File: config.mk
export PLATFORM = sky130hd
export DESIGN_NAME = fail_run_and_window_rate_alarm_flat
export DESIGN_NICKNAME = d
export VERILOG_FILES = /design/src/design/frm_pkg.sv /design/src/design/frm_if.sv /design/src/design/fail_run_and_window_rate_alarm.sv /design/src/design/frm_cfg.sv /design/src/design/frm_monitor.sv /design/src/flat_wrapper.sv
export SDC_FILE = /design/constraint.sdc
export NUM_CORES = 1
export LEC_CHECK = 0
export ABC_AREA = 1
export BUFFER_PORTS_ARGS = -buffer_cell sky130_fd_sc_hd__buf_2
export CAP_MARGIN = 15
export CORE_AREA = 2 2 175 177
export CTS_CLUSTER_DIAMETER = 40
export DETAILED_ROUTE_END_ITERATION = 10
export DIE_AREA = 0 0 177 179
export PLACE_DENSITY = 0.65
export SLEW_MARGIN = 5
export SYNTH_ARGS = -nofsm -noshare
export SYNTH_HDL_FRONTEND = slang
export SYNTH_SLANG_ARGS = --single-unit
File: constraint.sdc
create_clock -name clk_i -period 6.6 [get_ports clk_i]
set_clock_uncertainty 0.05 [all_clocks]
set_input_delay 0.33 -clock clk_i [delete_from_list [all_inputs] [get_ports clk_i]]
set_output_delay 0.33 -clock clk_i [all_outputs]
set_load 0.01 [all_outputs]
File: src/design/frm_pkg.sv
`default_nettype none

package frm_pkg;

  // history depth and limits
  localparam int Window     = 100;
  localparam int HistCap    = Window - 1;
  localparam int MinSamples = 10;
  localparam int RateScale  = 10000;

  // field widths
  localparam int CntW  = 7;
  localparam int RunW  = 16;
  localparam int RateW = 14;
  localparam int ProdW = CntW + RateW;

  localparam logic [RunW-1:0] RunMax = {RunW{1'b1}};

  // configuration port
  localparam int CfgIdxW  = 2;
  localparam int CfgDataW = 16;

  typedef enum logic [CfgIdxW-1:0] {
    REG_ENABLE     = 2'd0,
    REG_RUN_LIMIT  = 2'd1,
    REG_RATE_LIMIT = 2'd2
  } reg_idx_e;

  typedef enum logic {
    CMD_RECORD = 1'b0,
    CMD_CHECK  = 1'b1
  } cmd_e;

  typedef struct packed {
    logic             enable;
    logic [RunW-1:0]  run_limit;
    logic [RateW-1:0] rate_limit;
  } cfg_t;

  typedef struct packed {
    logic            alarm;
    logic [RunW-1:0] run_count;
    logic [CntW-1:0] window_fails;
    logic [CntW-1:0] window_held;
  } res_t;

endpackage

`default_nettype wire

File: src/design/frm_if.sv
`default_nettype none

interface frm_in_if;
  logic valid;
  logic ready;
  logic command;
  logic fail;

  modport source (output valid, output command, output fail, input ready);
  modport sink   (input valid, input command, input fail, output ready);
endinterface

interface frm_out_if;
  logic                       valid;
  logic                       ready;
  logic                       alarm;
  logic [frm_pkg::RunW-1:0]   run_count;
  logic [frm_pkg::CntW-1:0]   window_fails;
  logic [frm_pkg::CntW-1:0]   window_held;

  modport source (output valid, output alarm, output run_count, output window_fails,
                  output window_held, input ready);
  modport sink   (input valid, input alarm, input run_count, input window_fails,
                  input window_held, output ready);
endinterface

interface frm_cfg_if;
  logic                           valid;
  logic                           ready;
  logic [frm_pkg::CfgIdxW-1:0]    index;
  logic [frm_pkg::CfgDataW-1:0]   data;

  modport source (output valid, output index, output data, input ready);
  modport sink   (input valid, input index, input data, output ready);
endinterface

`default_nettype wire

File: src/design/fail_run_and_window_rate_alarm.sv
`default_nettype none

// channel   dir   payload                                          handshake
// in_i      in    command, fail                                    valid/ready
// out_o     out   alarm, run_count, window_fails, window_held      valid/ready
// cfg_i     in    index (0 enable, 1 run_limit, 2 rate), data      valid/ready, ready tied high
//
// one item per cycle sustained while out_o is not stalled; a result is valid once its item has passed
// the input register and then the update and result register, which both load when the item advances
// the whole state update is one pass of counters, a shift and a compare
// rst_ni resets all monitor state and config (rate limit to RateScale) at once, no clearing pass
// a stalled output holds the result; the input register still takes one more item

module fail_run_and_window_rate_alarm (
  input  wire logic clk_i,
  input  wire logic rst_ni,
  frm_in_if.sink    in_i,
  frm_out_if.source out_o,
  frm_cfg_if.sink   cfg_i
);

  frm_pkg::cfg_t cfg;
  frm_pkg::res_t res, res_q;

  logic s1_valid_q, s1_cmd_q, s1_fail_q;
  logic out_valid_q;
  logic adv;

  // the item in the input register moves on when the result register is free
  assign adv        = s1_valid_q && (!out_valid_q || out_o.ready);
  assign in_i.ready = !s1_valid_q || adv;

  frm_cfg u_cfg (
    .clk_i  (clk_i),
    .rst_ni (rst_ni),
    .cfg_i  (cfg_i),
    .cfg_o  (cfg)
  );

  frm_monitor u_monitor (
    .clk_i     (clk_i),
    .rst_ni    (rst_ni),
    .cfg_i     (cfg),
    .fire_i    (adv),
    .command_i (s1_cmd_q),
    .fail_i    (s1_fail_q),
    .res_o     (res)
  );

  always_ff @(posedge clk_i or negedge rst_ni) begin
    if (!rst_ni) begin
      s1_valid_q  <= 1'b0;
      out_valid_q <= 1'b0;
    end else begin
      if (in_i.ready) begin
        s1_valid_q <= in_i.valid;
      end
      if (adv) begin
        out_valid_q <= 1'b1;
      end else if (out_o.ready) begin
        out_valid_q <= 1'b0;
      end
    end
  end

  always_ff @(posedge clk_i) begin
    if (in_i.ready && in_i.valid) begin
      s1_cmd_q  <= in_i.command;
      s1_fail_q <= in_i.fail;
    end
    if (adv) begin
      res_q <= res;
    end
  end

  assign out_o.valid        = out_valid_q;
  assign out_o.alarm        = res_q.alarm;
  assign out_o.run_count    = res_q.run_count;
  assign out_o.window_fails = res_q.window_fails;
  assign out_o.window_held  = res_q.window_held;

endmodule

`default_nettype wire

File: src/design/frm_cfg.sv
`default_nettype none

module frm_cfg (
  input  wire logic    clk_i,
  input  wire logic    rst_ni,
  frm_cfg_if.sink      cfg_i,
  output frm_pkg::cfg_t cfg_o
);

  frm_pkg::cfg_t cfg_q, cfg_d;

  assign cfg_i.ready = 1'b1;

  always_comb begin
    cfg_d = cfg_q;
    if (cfg_i.valid) begin
      unique case (cfg_i.index)
        frm_pkg::REG_ENABLE:     cfg_d.enable     = cfg_i.data[0];
        frm_pkg::REG_RUN_LIMIT:  cfg_d.run_limit  = cfg_i.data[frm_pkg::RunW-1:0];
        frm_pkg::REG_RATE_LIMIT: cfg_d.rate_limit = cfg_i.data[frm_pkg::RateW-1:0];
        default: ;  // unmapped index, write dropped
      endcase
    end
  end

  always_ff @(posedge clk_i or negedge rst_ni) begin
    if (!rst_ni) begin
      cfg_q.enable     <= 1'b0;
      cfg_q.run_limit  <= '0;
      cfg_q.rate_limit <= frm_pkg::RateW'(frm_pkg::RateScale);
    end else begin
      cfg_q <= cfg_d;
    end
  end

  assign cfg_o = cfg_q;

endmodule

`default_nettype wire

File: src/design/frm_monitor.sv
`default_nettype none

module frm_monitor (
  input  wire logic     clk_i,
  input  wire logic     rst_ni,
  input  wire frm_pkg::cfg_t cfg_i,
  input  wire logic     fire_i,
  input  wire logic     command_i,
  input  wire logic     fail_i,
  output frm_pkg::res_t res_o
);

  localparam int HistCap = frm_pkg::HistCap;
  localparam int CntW    = frm_pkg::CntW;
  localparam int RunW    = frm_pkg::RunW;
  localparam int ProdW   = frm_pkg::ProdW;

  // history as a shift line: newest at bit 0, oldest held entry at the top when full
  logic [HistCap-1:0] hist_q, hist_d;
  logic [CntW-1:0]    held_q, held_d;
  logic [CntW-1:0]    fails_q, fails_d;
  logic               in_run_q, in_run_d;
  logic [RunW-1:0]    run_q, run_d;

  logic             rec, chk, full, drop, run_hit, rate_hit, alarm;
  logic [ProdW-1:0] fail_scaled, held_scaled;

  assign rec  = cfg_i.enable && (command_i == frm_pkg::CMD_RECORD);
  assign chk  = cfg_i.enable && (command_i == frm_pkg::CMD_CHECK);
  assign full = (held_q == CntW'(HistCap));
  assign drop = full && hist_q[HistCap-1];

  assign fail_scaled = ProdW'(fails_q) * ProdW'(frm_pkg::RateScale);
  assign held_scaled = ProdW'(cfg_i.rate_limit) * ProdW'(held_q);

  assign run_hit  = in_run_q && (run_q >= cfg_i.run_limit);
  assign rate_hit = (held_q >= CntW'(frm_pkg::MinSamples)) && (fail_scaled >= held_scaled);
  assign alarm    = chk && (run_hit || rate_hit);

  always_comb begin
    hist_d   = hist_q;
    held_d   = held_q;
    fails_d  = fails_q;
    in_run_d = in_run_q;
    run_d    = run_q;
    if (rec) begin
      hist_d   = {hist_q[HistCap-2:0], fail_i};
      held_d   = full ? held_q : held_q + 1'b1;
      fails_d  = fails_q + CntW'(fail_i) - CntW'(drop);
      in_run_d = fail_i;
      if (!fail_i) begin
        run_d = '0;
      end else if (!in_run_q) begin
        run_d = RunW'(1);
      end else if (run_q != frm_pkg::RunMax) begin
        run_d = run_q + 1'b1;
      end
    end else if (alarm) begin
      hist_d   = '0;
      held_d   = '0;
      fails_d  = '0;
      in_run_d = 1'b0;
      run_d    = '0;
    end
  end

  always_ff @(posedge clk_i or negedge rst_ni) begin
    if (!rst_ni) begin
      hist_q   <= '0;
      held_q   <= '0;
      fails_q  <= '0;
      in_run_q <= 1'b0;
      run_q    <= '0;
    end else if (fire_i) begin
      hist_q   <= hist_d;
      held_q   <= held_d;
      fails_q  <= fails_d;
      in_run_q <= in_run_d;
      run_q    <= run_d;
    end
  end

  assign res_o.alarm        = alarm;
  assign res_o.run_count    = run_d;
  assign res_o.window_fails = fails_d;
  assign res_o.window_held  = held_d;

  a_held_bound: assert property (@(posedge clk_i) disable iff (!rst_ni)
    held_q <= CntW'(HistCap))
    else $error("history count above capacity");

  a_fails_le_held: assert property (@(posedge clk_i) disable iff (!rst_ni)
    fails_q <= held_q)
    else $error("fail count above held count");

  a_run_flag: assert property (@(posedge clk_i) disable iff (!rst_ni)
    in_run_q == (run_q != '0))
    else $error("run flag and run length disagree");

  a_alarm_clears: assert property (@(posedge clk_i) disable iff (!rst_ni)
    fire_i && alarm |=> held_q == '0 && fails_q == '0 && run_q == '0 && hist_q == '0)
    else $error("state not cleared after alarm");

  a_disabled_holds: assert property (@(posedge clk_i) disable iff (!rst_ni)
    fire_i && !cfg_i.enable |=> $stable(held_q) && $stable(fails_q) && $stable(run_q))
    else $error("state changed while disabled");

endmodule

`default_nettype wire
File: src/flat_wrapper.sv
// flat-port wrapper written by rule: the top's interface ports become plain ports
module fail_run_and_window_rate_alarm_flat 
  (clk_i, rst_ni, in_i_valid, in_i_command, in_i_fail, in_i_ready, out_o_valid, out_o_alarm, out_o_run_count, out_o_window_fails, out_o_window_held, out_o_ready, cfg_i_valid, cfg_i_index, cfg_i_data, cfg_i_ready);
  frm_in_if in_i_i ();
  frm_out_if out_o_i ();
  frm_cfg_if cfg_i_i ();
  input  wire logic clk_i;
  input  wire logic rst_ni;
  input wire logic [$bits(in_i_i.valid)-1:0] in_i_valid;
  input wire logic [$bits(in_i_i.command)-1:0] in_i_command;
  input wire logic [$bits(in_i_i.fail)-1:0] in_i_fail;
  output wire logic [$bits(in_i_i.ready)-1:0] in_i_ready;
  output wire logic [$bits(out_o_i.valid)-1:0] out_o_valid;
  output wire logic [$bits(out_o_i.alarm)-1:0] out_o_alarm;
  output wire logic [$bits(out_o_i.run_count)-1:0] out_o_run_count;
  output wire logic [$bits(out_o_i.window_fails)-1:0] out_o_window_fails;
  output wire logic [$bits(out_o_i.window_held)-1:0] out_o_window_held;
  input wire logic [$bits(out_o_i.ready)-1:0] out_o_ready;
  input wire logic [$bits(cfg_i_i.valid)-1:0] cfg_i_valid;
  input wire logic [$bits(cfg_i_i.index)-1:0] cfg_i_index;
  input wire logic [$bits(cfg_i_i.data)-1:0] cfg_i_data;
  output wire logic [$bits(cfg_i_i.ready)-1:0] cfg_i_ready;
  assign in_i_i.valid = in_i_valid;
  assign in_i_i.command = in_i_command;
  assign in_i_i.fail = in_i_fail;
  assign in_i_ready = in_i_i.ready;
  assign out_o_valid = out_o_i.valid;
  assign out_o_alarm = out_o_i.alarm;
  assign out_o_run_count = out_o_i.run_count;
  assign out_o_window_fails = out_o_i.window_fails;
  assign out_o_window_held = out_o_i.window_held;
  assign out_o_i.ready = out_o_ready;
  assign cfg_i_i.valid = cfg_i_valid;
  assign cfg_i_i.index = cfg_i_index;
  assign cfg_i_i.data = cfg_i_data;
  assign cfg_i_ready = cfg_i_i.ready;
  fail_run_and_window_rate_alarm u_core (.clk_i(clk_i), .rst_ni(rst_ni), .in_i(in_i_i), .out_o(out_o_i), .cfg_i(cfg_i_i));
endmodule
==> flow_metrics.tcl <==
set metrics [dict create \
    outcome "finished clean" \
    synthesis.area_um2 13500 \
    synth.distinct_cells 44 \
    grt_pass1_vias 9818 \
    clockBufferDepth 2 \
    endpoint_kind "register" \
    post-route-util 0.493 \
    maxSlewHeadroom 0.305 \
    die_x_um 177 \
    min_from "in_i_valid" \
    whs_ns 0.0401 \
    nFillCells 2936 \
    synthCells 1676 \
    hp-class "primary input to register" \
    finalCriticalPeriod_ns 6.12 \
    grt_setup_unrepaired "no" \
    ys_top_cells_by_area "dfrtp_1 (29%), nand2_1 (18%), ha_1 (11%)" \
    dieArea_um2 31700 \
    root_buffer "clkbuf_16" \
    clk_latency_ns 0.46 \
    num_vias 10400 \
    detail_route.wl_per_cell_um 13.3 \
    rr_worst_depth 32 \
    row_count 64 \
    dp_hpwl_mm 21.0 \
    r2r_end "u_core.out_o.run_count[9]$_DFFE_PP_" \
    syn_nets 1888 \
    final_hold_viol_count 0 \
    crit_fanout 13 \
    synth-seq-area-share 0.374 \
    drc_errors 0 \
    yosys_warnings 0 \
    numCtsBuffers 17 \
    antenna_cells 0 \
    critical_path_required_ns 6.72 \
    grt_pass1_wl_mm 47.8 \
    r2r-start "u_core.u_monitor.held_q[3]$_DFFE_PN0P_" \
    finalSetupViolations 0 \
    die_h_um 179 \
    final_cells 2123 \
    start_util 0.450 \
    critPathSlowestCell "fa_1" \
    timing.fmax_ghz 0.163 \
    crit_arrival_ns 6.24 \
    worstMarginPinSlew_ns 1.04 \
    vias_per_cell 4.91 \
    final_cell_mix "nand2_1 (632), inv_1 (263), dfrtp_1 (156), ha_1 (119), o21ai_0 (73)" \
    hold_end "u_core.s1_valid_q$_DFFE_PN0N_" \
    cts_tree "built" \
    placed_cells 2088 \
    synth_top_area_share 0.291 \
    fin_nets 1926 \
    path_class "register to register" \
    final_common_cell "nand2_1" \
    synth.ff_latch_count 195 \
    firstDrtPassIters 5 \
    grt_max_degree 100 \
    p_per_area_nw_per_um2 372 \
    r2r_slack_ns 0.48 \
    area_growth_pct 9.60 \
    cts.sinks 195 \
    drive_gt1_frac 0.0787 \
    grt_usage 0.187 \
    yosys.area.top_type "dfrtp_1" \
    fin_crit_sh 0.928 \
    cpPeakStageDelay_ns 0.55 \
    antenna_found_initial 0 \
    fin_total_pwr_w 0.00551 \
    finalWirelength_mm 28.2 \
    ios 59 \
    drt_iter0_markers 767 \
    vdd_drop_max_uv 297 \
    clk_pin_slew_ns 0.08 \
    p_leak_nw 8.55 \
    port_buffers 57 \
    setup_tns_ns 0 \
    globalplace.congestion 0.875 \
    post_cts_buffers 0 \
    coreArea_um2 30000 \
    holdPathStages 3 \
    cap_viol_max_count 0 \
    drv_slew 0 \
    overflow 0 \
    syn_avg_cell_area_um2 8.06 \
    crit_path_frequent_cell "nand2_1" \
    start_kind "register" \
    ant_nets 0 \
    h-tree-depth 4 \
]
==> synth_stat cells, drive strengths merged <==
library cell,n
o21bai,9
nor4,3
buf,28
nor3,11
dfrtp,157
conb,1
fa,68
o211ai,1
edfxtp,33
nand3,64
o21a,2
a21o,4
nor2,45
a21boi,2
o2111ai,3
o31ai,3
a21oi,50
nand4,9
dfstp,5
o21ai,73
or2,2
ha,119
clkbuf,40
o22ai,2
and3,1
a31oi,3
xnor2,15
inv,264
nand3b,1
xor2,22
nand2,636
==> cell type report <==
| type | instances | area, µm² | share of cell area |
|---|---|---|---|
| Clock buffer | 17 | 425 | 0.0287 |
| Clock inverter | 15 | 190 | 0.0128 |
| Inverter | 264 | 991 | 0.0669 |
| Multi-Input combinational cell | 1149 | 7100 | 0.480 |
| Sequential cell | 195 | 5050 | 0.341 |
| Tap cell | 396 | 495 | 0.0335 |
| Timing Repair Buffer | 87 | 549 | 0.0371 |
==> where the power goes <==
| group | internal, W | total [W] | switching, W |
|---|---|---|---|
| clock network | 0.000545 | 0.00107 | 0.000524 |
| logic | 0.00118 | 0.00291 | 0.00173 |
| registers | 0.00136 | 0.00152 | 0.000168 |
| total | 0.00309 | 0.00551 | 0.00242 |
==> repair_timing <==
action                                  4_1_cts  5_1_grt
gates resized for setup                       0        2
endpoints found under the setup margin        0      155
hold endpoints to repair                     86        0
hold buffers                                  3        0
==> critical path, delay by kind of cell (launching register included) <==
family,cells,cell delay (ns)
buffers and inverters,5,0.57
AO/OA/AOI/OAI,4,0.76
XOR/XNOR,1,0.16
flip-flops,1,0.49
adder cells (fa/ha/maj),6,2.47
AND/OR/NAND/NOR,16,1.32
==> flip-flops by register name, summed over array words and instances (netlist names) <==
name	cells
u_core.u_monitor.hist_q	98
u_core.u_cfg.cfg_o	31
u_core.out_o.run_count	16
u_core.u_monitor.run_q	16
u_core.out_o.window_fails	7
u_core.out_o.window_held	7
u_core.u_monitor.fails_q	7
u_core.u_monitor.held_q	7
u_core.out_o.alarm	1
u_core.out_o.valid	1
u_core.s1_cmd_q	1
u_core.s1_fail_q	1
u_core.s1_valid_q	1
u_core.u_monitor.in_run_q	1
==> routing by layer <==
metal,vias up,track usage,part of all wire
li1,5234,-,-
met1,4965,0.268,0.49
met2,196,0.295,0.46
met3,21,0.0344,0.036
met4,0,0.0389,0.011
met5,-,0,0
==> worst max-delay path by stage <==
stage                                                      start                                    end  slack [ns]  cells after the start
after floorplan           u_core.u_monitor.held_q[6]$_DFFE_PN0P_   u_core.out_o.run_count[13]$_DFFE_PP_        0.72                     33
after global placement    u_core.u_monitor.held_q[2]$_DFFE_PN0P_    u_core.out_o.run_count[9]$_DFFE_PP_        0.33                     32
after detailed placement  u_core.u_monitor.held_q[2]$_DFFE_PN0P_    u_core.out_o.run_count[9]$_DFFE_PP_        0.28                     32
after CTS                 u_core.u_monitor.held_q[2]$_DFFE_PN0P_  u_core.u_monitor.run_q[2]$_DFFE_PN0P_        0.25                     34
after global routing      u_core.u_monitor.held_q[3]$_DFFE_PN0P_    u_core.out_o.run_count[8]$_DFFE_PP_        0.03                     32
final                     u_core.u_monitor.held_q[3]$_DFFE_PN0P_    u_core.out_o.run_count[9]$_DFFE_PP_        0.48                     32
==> stage by stage <==
stage	setup slack [ns]	cell area, µm²
2_1_floorplan	0.725	13500
3_3_place_gp	0.329	14200
3_5_place_dp	0.283	14200
4_1_cts	0.246	14800
5_1_grt	0.0338	14800
6_report	0.475	14800
==> kinds of logic after synthesis <==
group | share of synthesized area
compound gates | 0.0618
buf+inv | 0.101
other cells | 0.000278
simple gates | 0.228
flops | 0.374
fa+ha+maj | 0.211
xor+xnor | 0.0240
(Power assumes the default switching activity.)
